[config.mk]
export PLATFORM = sky130hd
export DESIGN_NAME = comment_stripper_flat
export DESIGN_NICKNAME = d
export VERILOG_FILES = /design/src/sv/cstrip_pkg.sv /design/src/sv/cstrip_if.sv /design/src/sv/cstrip_core.sv /design/src/sv/cstrip_outq.sv /design/src/sv/comment_stripper.sv /design/src/flat_wrapper.sv
export SDC_FILE = /design/constraint.sdc
export NUM_CORES = 1
export LEC_CHECK = 0
export BUFFER_PORTS_ARGS = -buffer_cell sky130_fd_sc_hd__buf_4
export CAP_MARGIN = 20
export CORE_ASPECT_RATIO = 1.2
export CORE_UTILIZATION = 49
export CTS_CLUSTER_DIAMETER = 120
export CTS_CLUSTER_SIZE = 40
export DETAILED_ROUTE_END_ITERATION = 10
export GPL_TIMING_DRIVEN = 0
export HOLD_SLACK_MARGIN = 0.1
export PLACE_DENSITY = 0.79
export SETUP_SLACK_MARGIN = 0.2
export SYNTH_ARGS = -nofsm -noshare
export SYNTH_HDL_FRONTEND = slang
export SYNTH_SLANG_ARGS = --single-unit
[constraint.sdc]
create_clock -name clk -period 4.1 [get_ports clk]
set_clock_uncertainty 0.05 [all_clocks]
set_input_delay 0.615 -clock clk [delete_from_list [all_inputs] [get_ports clk]]
set_output_delay 0.615 -clock clk [all_outputs]
set_load 0.005 [all_outputs]
[src/sv/cstrip_pkg.sv]
// cstrip_pkg: shared types and constants of the comment stripper
// holds the beat payload structs, the text state and character codes
// no dependencies
`default_nettype none

package cstrip_pkg;

  // character codes
  localparam logic [7:0] CH_SLASH  = 8'h2F;
  localparam logic [7:0] CH_HASH   = 8'h23;
  localparam logic [7:0] CH_STAR   = 8'h2A;
  localparam logic [7:0] CH_BSLASH = 8'h5C;
  localparam logic [7:0] CH_NL     = 8'h0A;

  // configuration register map
  localparam int unsigned CFG_AW      = 3;
  localparam int unsigned CFG_DW      = 32;
  localparam int unsigned MODES_W     = 3;
  localparam logic [MODES_W-1:0] MODES_RESET = 3'd1;
  localparam logic [CFG_AW-3:0]  REG_MODES   = 1'b0;

  // mode bits
  localparam int unsigned MODE_SLASH = 0;
  localparam int unsigned MODE_HASH  = 1;
  localparam int unsigned MODE_BLOCK = 2;

  // result queue sizing
  localparam int unsigned QUEUE_DEPTH = 4;
  localparam int unsigned QPTR_W      = 2;
  localparam int unsigned QCNT_W      = 3;

  // one result beat
  typedef struct packed {
    logic [7:0] out_byte;
    logic       has_byte;
    logic       end_of_text;
  } out_beat_t;

  // per-text scanner state
  typedef struct packed {
    logic [7:0] held_char;
    logic       held_valid;
    logic [7:0] prev_raw;
    logic       in_line_comment;
    logic       in_block_comment;
    logic       star_pending;
  } text_state_t;

  // results of one input beat, zero to two of them
  typedef struct packed {
    logic [1:0] n;
    out_beat_t  r0;
    out_beat_t  r1;
  } push_t;

endpackage

`default_nettype wire

[src/sv/cstrip_if.sv]
// cstrip_in_if / cstrip_out_if: valid-ready channels of the comment stripper
// input channel carries raw bytes, output channel carries kept bytes
// no dependencies
`default_nettype none

interface cstrip_in_if;
  logic       valid;
  logic       ready;
  logic [7:0] in_byte;
  logic       is_last;

  modport source (output valid, output in_byte, output is_last, input ready);
  modport sink   (input valid, input in_byte, input is_last, output ready);
endinterface

interface cstrip_out_if;
  logic       valid;
  logic       ready;
  logic [7:0] out_byte;
  logic       has_byte;
  logic       end_of_text;

  modport source (output valid, output out_byte, output has_byte, output end_of_text,
                  input ready);
  modport sink   (input valid, input out_byte, input has_byte, input end_of_text,
                  output ready);
endinterface

`default_nettype wire

[src/sv/cstrip_core.sv]
// cstrip_core: per-byte comment scanner, pure combinational step
// takes the text state and one raw byte, gives the next state and 0..2 results
// depends on cstrip_pkg
`default_nettype none

module cstrip_core (
  input  wire cstrip_pkg::text_state_t     st,
  input  wire [cstrip_pkg::MODES_W-1:0]    modes,
  input  wire [7:0]                        c,
  input  wire                              last,
  output cstrip_pkg::text_state_t          st_nxt,
  output cstrip_pkg::push_t                push
);

  logic       blk;
  logic       slash;
  logic       hash;
  logic       unesc;
  logic       take;
  logic       emit_held;
  logic       emit_cur;
  logic       emit_flush;
  logic [7:0] flush_char;
  logic [1:0] cnt;
  cstrip_pkg::text_state_t s;
  cstrip_pkg::out_beat_t   b_held;
  cstrip_pkg::out_beat_t   b_cur;
  cstrip_pkg::out_beat_t   b_flush;

  // mode decode, block mode overrides line modes
  assign blk   = modes[cstrip_pkg::MODE_BLOCK];
  assign slash = !blk && modes[cstrip_pkg::MODE_SLASH];
  assign hash  = !blk && modes[cstrip_pkg::MODE_HASH];
  assign unesc = (st.prev_raw != cstrip_pkg::CH_BSLASH);

  // scanner state update
  always_comb begin
    s          = st;
    take       = 1'b1;
    emit_held  = 1'b0;
    emit_cur   = 1'b0;
    if (st.in_line_comment) begin
      if (c == cstrip_pkg::CH_NL) s.in_line_comment = 1'b0;
    end else if (st.in_block_comment) begin
      if (st.star_pending && c == cstrip_pkg::CH_SLASH) begin
        s.in_block_comment = 1'b0;
        s.star_pending     = 1'b0;
      end else begin
        s.star_pending = (c == cstrip_pkg::CH_STAR) && unesc;
      end
    end else begin
      if (st.held_valid) begin
        s.held_valid = 1'b0;
        if (blk && c == cstrip_pkg::CH_STAR) begin
          s.in_block_comment = 1'b1;
          s.star_pending     = 1'b0;
          take               = 1'b0;
        end else if (slash && c == cstrip_pkg::CH_SLASH) begin
          s.in_line_comment = 1'b1;
          take              = 1'b0;
        end else begin
          emit_held = 1'b1;
        end
      end
      if (take) begin
        if (hash && c == cstrip_pkg::CH_HASH && unesc) begin
          s.in_line_comment = 1'b1;
        end else if ((blk || slash) && c == cstrip_pkg::CH_SLASH && unesc) begin
          s.held_char  = c;
          s.held_valid = 1'b1;
        end else begin
          emit_cur = 1'b1;
        end
      end
    end
    s.prev_raw = c;
  end

  // end of text flushes the held slash and clears the text state
  assign emit_flush = last && s.held_valid;
  assign flush_char = s.held_char;
  assign st_nxt     = last ? '0 : s;

  assign cnt = {1'b0, emit_held} + {1'b0, emit_cur} + {1'b0, emit_flush};

  assign b_held  = '{out_byte: st.held_char, has_byte: 1'b1, end_of_text: 1'b0};
  assign b_cur   = '{out_byte: c,            has_byte: 1'b1, end_of_text: 1'b0};
  assign b_flush = '{out_byte: flush_char,   has_byte: 1'b1, end_of_text: 1'b0};

  // pack results in order, add the empty end marker when nothing came out
  always_comb begin
    push.r0 = emit_held ? b_held : (emit_cur ? b_cur : b_flush);
    push.r1 = (emit_held && emit_cur) ? b_cur : b_flush;
    push.n  = cnt;
    if (last) begin
      if (cnt == 2'd0) begin
        push.n  = 2'd1;
        push.r0 = '{out_byte: 8'h00, has_byte: 1'b0, end_of_text: 1'b1};
      end else if (cnt == 2'd1) begin
        push.r0.end_of_text = 1'b1;
      end else begin
        push.r1.end_of_text = 1'b1;
      end
    end
  end

endmodule

`default_nettype wire

[src/sv/cstrip_outq.sv]
// cstrip_outq: small result queue, takes up to two beats a cycle, gives one
// decouples the scanner from a stalling receiver
// depends on cstrip_pkg
`default_nettype none

module cstrip_outq (
  input  wire                         clk,
  input  wire                         rst_n,
  input  wire cstrip_pkg::push_t      push,
  output logic                        room,
  output logic                        q_valid,
  output cstrip_pkg::out_beat_t       q_head,
  input  wire                         q_pop
);

  cstrip_pkg::out_beat_t              entries_r [cstrip_pkg::QUEUE_DEPTH];
  logic [cstrip_pkg::QPTR_W-1:0]      wr_ptr_r;
  logic [cstrip_pkg::QPTR_W-1:0]      wr_ptr_nxt;
  logic [cstrip_pkg::QPTR_W-1:0]      wr_ptr_1;
  logic [cstrip_pkg::QPTR_W-1:0]      rd_ptr_r;
  logic [cstrip_pkg::QPTR_W-1:0]      rd_ptr_nxt;
  logic [cstrip_pkg::QCNT_W-1:0]      cnt_r;
  logic [cstrip_pkg::QCNT_W-1:0]      cnt_nxt;
  logic                               pop;

  assign pop        = q_pop && q_valid;
  assign wr_ptr_1   = wr_ptr_r + 1'b1;
  assign wr_ptr_nxt = wr_ptr_r + cstrip_pkg::QPTR_W'(push.n);
  assign rd_ptr_nxt = rd_ptr_r + cstrip_pkg::QPTR_W'(pop);
  assign cnt_nxt    = cnt_r + cstrip_pkg::QCNT_W'(push.n) - cstrip_pkg::QCNT_W'(pop);

  // room for a worst-case input beat
  assign room    = (cnt_r <= cstrip_pkg::QCNT_W'(cstrip_pkg::QUEUE_DEPTH - 2));
  assign q_valid = (cnt_r != '0);
  assign q_head  = entries_r[rd_ptr_r];

  // pointers and fill count
  always_ff @(posedge clk) begin
    if (!rst_n) begin
      wr_ptr_r <= '0;
      rd_ptr_r <= '0;
      cnt_r    <= '0;
    end else begin
      wr_ptr_r <= wr_ptr_nxt;
      rd_ptr_r <= rd_ptr_nxt;
      cnt_r    <= cnt_nxt;
    end
  end

  // entry storage
  always_ff @(posedge clk) begin
    if (push.n != 2'd0) entries_r[wr_ptr_r] <= push.r0;
    if (push.n == 2'd2) entries_r[wr_ptr_1] <= push.r1;
  end

endmodule

`default_nettype wire

[src/sv/comment_stripper.sv]
// comment_stripper: streaming source comment filter, top level
// depends on cstrip_pkg, cstrip_if, cstrip_core, cstrip_outq
//
// Usage:
//   in_ch carries one raw text byte per beat (in_byte, is_last); is_last marks
//   the final byte of a text. out_ch carries kept bytes (out_byte, has_byte,
//   end_of_text); an empty beat with has_byte low closes a text that ended
//   with nothing to give. A slash is held back one byte to spot a comment
//   opener, so a byte may come out one input beat late or with the next one.
//   Throughput: one input beat per cycle while in_ch.ready is high. Each input
//   beat is scanned in the cycle it is taken and its zero to two results land
//   in a four-entry queue whose head drives out_ch. One input beat that gives
//   two results takes two output beats. in_ch.ready drops when the queue
//   cannot take two more results, i.e. while three or more results wait, which
//   a stalled receiver or a run of two-result beats brings about.
//   Reset (rst_n, synchronous, active low) empties the queue, clears the text
//   state and sets comment_modes to line-slash comments. The APB port writes
//   comment_modes at address 0; the user must write it only while no text is
//   in flight, as the block itself does not enforce this.
`default_nettype none

module comment_stripper (
  input  wire                           clk,
  input  wire                           rst_n,
  cstrip_in_if.sink                     in_ch,
  cstrip_out_if.source                  out_ch,
  input  wire                           cfg_psel,
  input  wire                           cfg_penable,
  input  wire                           cfg_pwrite,
  input  wire [cstrip_pkg::CFG_AW-1:0]  cfg_paddr,
  input  wire [cstrip_pkg::CFG_DW-1:0]  cfg_pwdata,
  output logic [cstrip_pkg::CFG_DW-1:0] cfg_prdata,
  output logic                          cfg_pready
);

  logic [cstrip_pkg::MODES_W-1:0] modes_r;
  cstrip_pkg::text_state_t        st_r;
  cstrip_pkg::text_state_t        st_nxt;
  cstrip_pkg::push_t              core_push;
  cstrip_pkg::push_t              q_push;
  cstrip_pkg::out_beat_t          q_head;
  logic                           room;
  logic                           q_valid;
  logic                           in_acc;
  logic                           reg_sel;
  logic                           cfg_wr;

  // configuration register
  assign cfg_pready = 1'b1;
  assign reg_sel    = (cfg_paddr[cstrip_pkg::CFG_AW-1:2] == cstrip_pkg::REG_MODES);
  assign cfg_wr     = cfg_psel && cfg_penable && cfg_pwrite && reg_sel;
  assign cfg_prdata = reg_sel ? cstrip_pkg::CFG_DW'(modes_r) : '0;

  always_ff @(posedge clk) begin
    if (!rst_n) begin
      modes_r <= cstrip_pkg::MODES_RESET;
    end else if (cfg_wr) begin
      modes_r <= cfg_pwdata[cstrip_pkg::MODES_W-1:0];
    end
  end

  // input handshake
  assign in_ch.ready = room;
  assign in_acc      = in_ch.valid && room;

  // scanner
  cstrip_core u_core (
    .st     (st_r),
    .modes  (modes_r),
    .c      (in_ch.in_byte),
    .last   (in_ch.is_last),
    .st_nxt (st_nxt),
    .push   (core_push)
  );

  // text state advances on each accepted beat
  always_ff @(posedge clk) begin
    if (!rst_n) begin
      st_r <= '0;
    end else if (in_acc) begin
      st_r <= st_nxt;
    end
  end

  // results enter the queue only for an accepted beat
  always_comb begin
    q_push = core_push;
    if (!in_acc) q_push.n = 2'd0;
  end

  cstrip_outq u_outq (
    .clk     (clk),
    .rst_n   (rst_n),
    .push    (q_push),
    .room    (room),
    .q_valid (q_valid),
    .q_head  (q_head),
    .q_pop   (out_ch.ready)
  );

  // output channel
  assign out_ch.valid       = q_valid;
  assign out_ch.out_byte    = q_head.out_byte;
  assign out_ch.has_byte    = q_head.has_byte;
  assign out_ch.end_of_text = q_head.end_of_text;

endmodule

`default_nettype wire

[src/flat_wrapper.sv]
// flat-port wrapper written by rule: the top's interface ports become plain ports
module comment_stripper_flat 
  (clk, rst_n, cfg_psel, cfg_penable, cfg_pwrite, cfg_paddr, cfg_pwdata, cfg_prdata, cfg_pready, in_ch_valid, in_ch_in_byte, in_ch_is_last, in_ch_ready, out_ch_valid, out_ch_out_byte, out_ch_has_byte, out_ch_end_of_text, out_ch_ready);
  cstrip_in_if in_ch_i ();
  cstrip_out_if out_ch_i ();
  input  wire clk;
  input  wire rst_n;
  input  wire cfg_psel;
  input  wire cfg_penable;
  input  wire cfg_pwrite;
  input  wire [cstrip_pkg::CFG_AW-1:0] cfg_paddr;
  input  wire [cstrip_pkg::CFG_DW-1:0] cfg_pwdata;
  output logic [cstrip_pkg::CFG_DW-1:0] cfg_prdata;
  output logic cfg_pready;
  input wire logic [$bits(in_ch_i.valid)-1:0] in_ch_valid;
  input wire logic [$bits(in_ch_i.in_byte)-1:0] in_ch_in_byte;
  input wire logic [$bits(in_ch_i.is_last)-1:0] in_ch_is_last;
  output wire logic [$bits(in_ch_i.ready)-1:0] in_ch_ready;
  output wire logic [$bits(out_ch_i.valid)-1:0] out_ch_valid;
  output wire logic [$bits(out_ch_i.out_byte)-1:0] out_ch_out_byte;
  output wire logic [$bits(out_ch_i.has_byte)-1:0] out_ch_has_byte;
  output wire logic [$bits(out_ch_i.end_of_text)-1:0] out_ch_end_of_text;
  input wire logic [$bits(out_ch_i.ready)-1:0] out_ch_ready;
  assign in_ch_i.valid = in_ch_valid;
  assign in_ch_i.in_byte = in_ch_in_byte;
  assign in_ch_i.is_last = in_ch_is_last;
  assign in_ch_ready = in_ch_i.ready;
  assign out_ch_valid = out_ch_i.valid;
  assign out_ch_out_byte = out_ch_i.out_byte;
  assign out_ch_has_byte = out_ch_i.has_byte;
  assign out_ch_end_of_text = out_ch_i.end_of_text;
  assign out_ch_i.ready = out_ch_ready;
  comment_stripper u_core (.clk(clk), .rst_n(rst_n), .in_ch(in_ch_i), .out_ch(out_ch_i), .cfg_psel(cfg_psel), .cfg_penable(cfg_penable), .cfg_pwrite(cfg_pwrite), .cfg_paddr(cfg_paddr), .cfg_pwdata(cfg_pwdata), .cfg_prdata(cfg_prdata), .cfg_pready(cfg_pready));
endmodule
==> results.sh <==
export IMPL_outcome="finished, violations left"
export IMPL_failed_checks="DRC"
export IMPL_max_freq_ghz=0.265
export IMPL_period_share_pct=91.9
export IMPL_synth_compound_area_share_pct=17.0
export IMPL_fin_nets=532
export IMPL_gp_congestion=0.914
export IMPL_synthTopCellsByArea="edfxtp_1 (27%), dfxtp_1 (17%), buf_4 (5.8%)"
export IMPL_synth_simple_area_share_pct=19.7
export IMPL_startpoint="in_ch_in_byte[7]"
export IMPL_min_period_ps=3770
export IMPL_critPathRequiredTime_ps=4310
export IMPL_start_util_pct=51.2
export IMPL_synthToLayoutAreaGrowth_pct=20.2
export IMPL_num_vias=3316
export IMPL_vdd_drop_max_uv=252
export IMPL_finalSetupViolations=0
export IMPL_ant_nets=0
export IMPL_rsz0062_at_grt="false"
export IMPL_core_area_um2=7790
export IMPL_clock_sinks=70
export IMPL_final_setup_tns_ps=0
export IMPL_hold_viol=0
export IMPL_cap_violations=0
export IMPL_grt_max_degree=12
export IMPL_ys_seq_area_share_pct=44.1
export IMPL_synthFlopType="edfxtp_1"
export IMPL_gr_total_overflow=0
export IMPL_worstHoldStart="cfg_pwdata[0]"
export IMPL_yosysTopAreaCell="edfxtp_1"
export IMPL_path_clk_slew_ps=70
export IMPL_drt_iter0_markers=277
export IMPL_die_area_um2=8510
export IMPL_final_area_um2=4800
export IMPL_htreeDepth=3
export IMPL_synth_warning_count=0
export IMPL_yosysMostFrequentCell="nand2_1"
export IMPL_tritoncts="yes"
export IMPL_vias_per_cell=5.81
export IMPL_crit_path_end_kind="register"
export IMPL_diodes=0
export IMPL_synthCells=398
export IMPL_dpl_hpwl_mm=6.97
export IMPL_grt_pass1_wl_mm=15.1
export IMPL_min_path_type="input pin to register"
export IMPL_grt_pass1_vias=3142
export IMPL_power_leakage_nw=1.83
export IMPL_r2r_setup_slack_ps=400
export IMPL_netlist_area_leader_share_pct=27.1
export IMPL_synth_edf_count=36
export IMPL_drc=2
export IMPL_slew_headroom_pct=41.5
export IMPL_synth_xor_area_share_pct=1.10
export IMPL_io_pins=96
export IMPL_die_h_um=101
export IMPL_root_buffer="clkbuf_8"
export IMPL_reg2reg_depth=17
export IMPL_detail_route_wl_per_cell_um=16.6
export IMPL_avgSynthCellArea_um2=10.0
export IMPL_yosysUniqueCellTypes=53
export IMPL_clock_latency_ps=360
export IMPL_clock_path_buffers=2
export IMPL_drive_gt1_share_pct=26.3
export IMPL_wirelength_mm=9.46
export IMPL_synthMuxAreaShare_pct=6.64
export IMPL_drv_slew=0
export IMPL_numCtsBuffers=9
export IMPL_rr_startpoint="u_core.modes_r[2]$_SDFFE_PN0P_"
export IMPL_rr_endpoint="u_core.u_outq.cnt_r[2]$_SDFF_PN0_"
export IMPL_power_density_nw_per_um2=435
export IMPL_synth_seq_cells=70
export IMPL_num_fill_cells=646
export IMPL_die_w_um=84.4
export IMPL_dr_pass1_iters=9
export IMPL_num_rows=35
export IMPL_port_buffers=32
export IMPL_placement_cell_area_um2=4480
export IMPL_critical_path_arrival_ps=3980
export IMPL_synthAdderAreaFrac_pct=2.57
export IMPL_yosys_top_cells_count="nand2_1 (42), edfxtp_1 (36), dfxtp_1 (34)"
export IMPL_startpoint_type="input pin"
export IMPL_antenna_found_initial=0
export IMPL_synth_top_family_by_area="simple AND/OR/NAND/NOR gates"
export IMPL_cp_max_fo=5
export IMPL_netlist_area_um2=3990
export IMPL_grt_usage_pct=23.4
export IMPL_final_util_pct=61.5
export IMPL_path_class="input pin to register"
export IMPL_worstSetupEndpoint="u_core.u_outq.cnt_r[2]$_SDFF_PN0_"
export IMPL_cts_hold_buf=0
export IMPL_postSynth_asyncResetShare_pct=0
export IMPL_worst_pin_slew_ps=878
-- through the flow --
| stage | total power [mW] | hold WS [ps] | instances | setup slack (ps) |
|---|---|---|---|---|
| after floorplan | 1.29 | 386 | 426 | 106 |
| final | 2.09 | 418 | 571 | 333 |
| after global routing | 2.20 | 431 | 571 | 180 |
| after CTS | 2.08 | 411 | 568 | 191 |
| after detailed placement | 1.51 | 416 | 550 | -342 |
| after global placement | 1.48 | 402 | 550 | -609 |
-- power by group --
group / internal [mW] / switching [mW] / total, mW
Combinational: 0.320 / 0.315 / 0.635
Clock: 0.314 / 0.261 / 0.574
Sequential: 0.839 / 0.0397 / 0.879
-- routing by layer --
| metal | vias to the layer above | share of wire (%) | global-route usage, % |
|---|---|---|---|
| met3 | 34 | 5.8 | 7.04 |
| met1 | 1563 | 39 | 25.6 |
| met4 | 0 | 3.6 | 12.9 |
| li1 | 1564 | - | - |
| met2 | 155 | 51 | 40.9 |
| met5 | - | 0 | 0 |
-- flip-flops by register name (all words and copies together) (netlist names) --
| name | count |
|---|---|
| u_core.modes_r | 3 |
| u_core.st_r | 20 |
| u_core.u_outq.cnt_r | 3 |
| u_core.u_outq.wr_ptr_r | 2 |
| u_core.u_outq.rd_ptr_r | 2 |
| u_core.u_outq.entries_r | 40 |
-- critical path: stages --
cell and delay [ps]:
buf_8 110, or4b_4 580, a21oi_4 160, nor3b_4 220, buf_6 120, nand2_2 40, nand2_2 50, nand2_2 60
fa_2 500, a21oi_2 170, inv_1 60, ha_1 260, inv_1 40, ha_2 180, fa_2 380, xnor2_2 150
xnor2_1 120, and2_1 150
-- layout make-up --
type | instances | area, um^2 | area share [%]
Timing Repair Buffer | 37 | 289 | 6.03
Sequential cell | 70 | 1760 | 36.7
Tap cell | 92 | 115 | 2.40
Inverter | 11 | 41.3 | 0.861
Clock buffer | 13 | 159 | 3.31
Buffer | 47 | 310 | 6.47
Clock inverter | 3 | 42.5 | 0.887
Multi-Input combinational cell | 298 | 2080 | 43.3
-- kinds of logic (layout without fill, tap and decap cells) --
group,Yosys count,in the layout
AOI/OAI and AO/OA,96,96
xor gates and xnor gates,5,5
adders and majority gates,7,7
buffers and inverters,58,111
DFF,70,70
muxes,14,14
other,2,30
and+or+nand+nor,146,146
-- layout by cell type (no fill, tap or decap), drive strengths merged, types with 3 or more instances in the layout --
cell / instances
mux4: 10
clkbuf: 25
xnor2: 4
nor3: 6
buf: 72
a22o: 3
or3: 4
nand2: 42
nand3: 7
mux2i: 4
o32ai: 20
conb: 30
a21oi: 18
or2b: 4
nor3b: 9
and2: 11
o22ai: 6
nand4: 3
nor2: 27
o21a: 5
edfxtp: 36
inv: 11
ha: 5
nor2b: 17
o31ai: 5
a311oi: 4
nand2b: 5
dfxtp: 34
o21ai: 29
-- repair_timing --
action | CTS | global route
buffers inserted | 2 | 3
endpoints found under the setup margin | 37 | 37
gates resized for setup | 4 | 17
pin swaps | 0 | 9
-- how the worst min path moves through the flow --
stage	endpoint	slack (ps)	cells past startpoint
final	u_core.modes_r[0]$_SDFFE_PN1P_	420	3
after global routing	u_core.modes_r[0]$_SDFFE_PN1P_	430	3
after CTS	u_core.modes_r[0]$_SDFFE_PN1P_	410	3
after detailed placement	u_core.st_r[0]$_SDFFE_PN0P_	420	2
after global placement	u_core.u_outq.entries_r[0][1]$_SDFFE_PP1N_	400	2
after floorplan	u_core.u_outq.entries_r[0][1]$_SDFFE_PP1N_	390	2
Power figures use the tool's default switching activity.
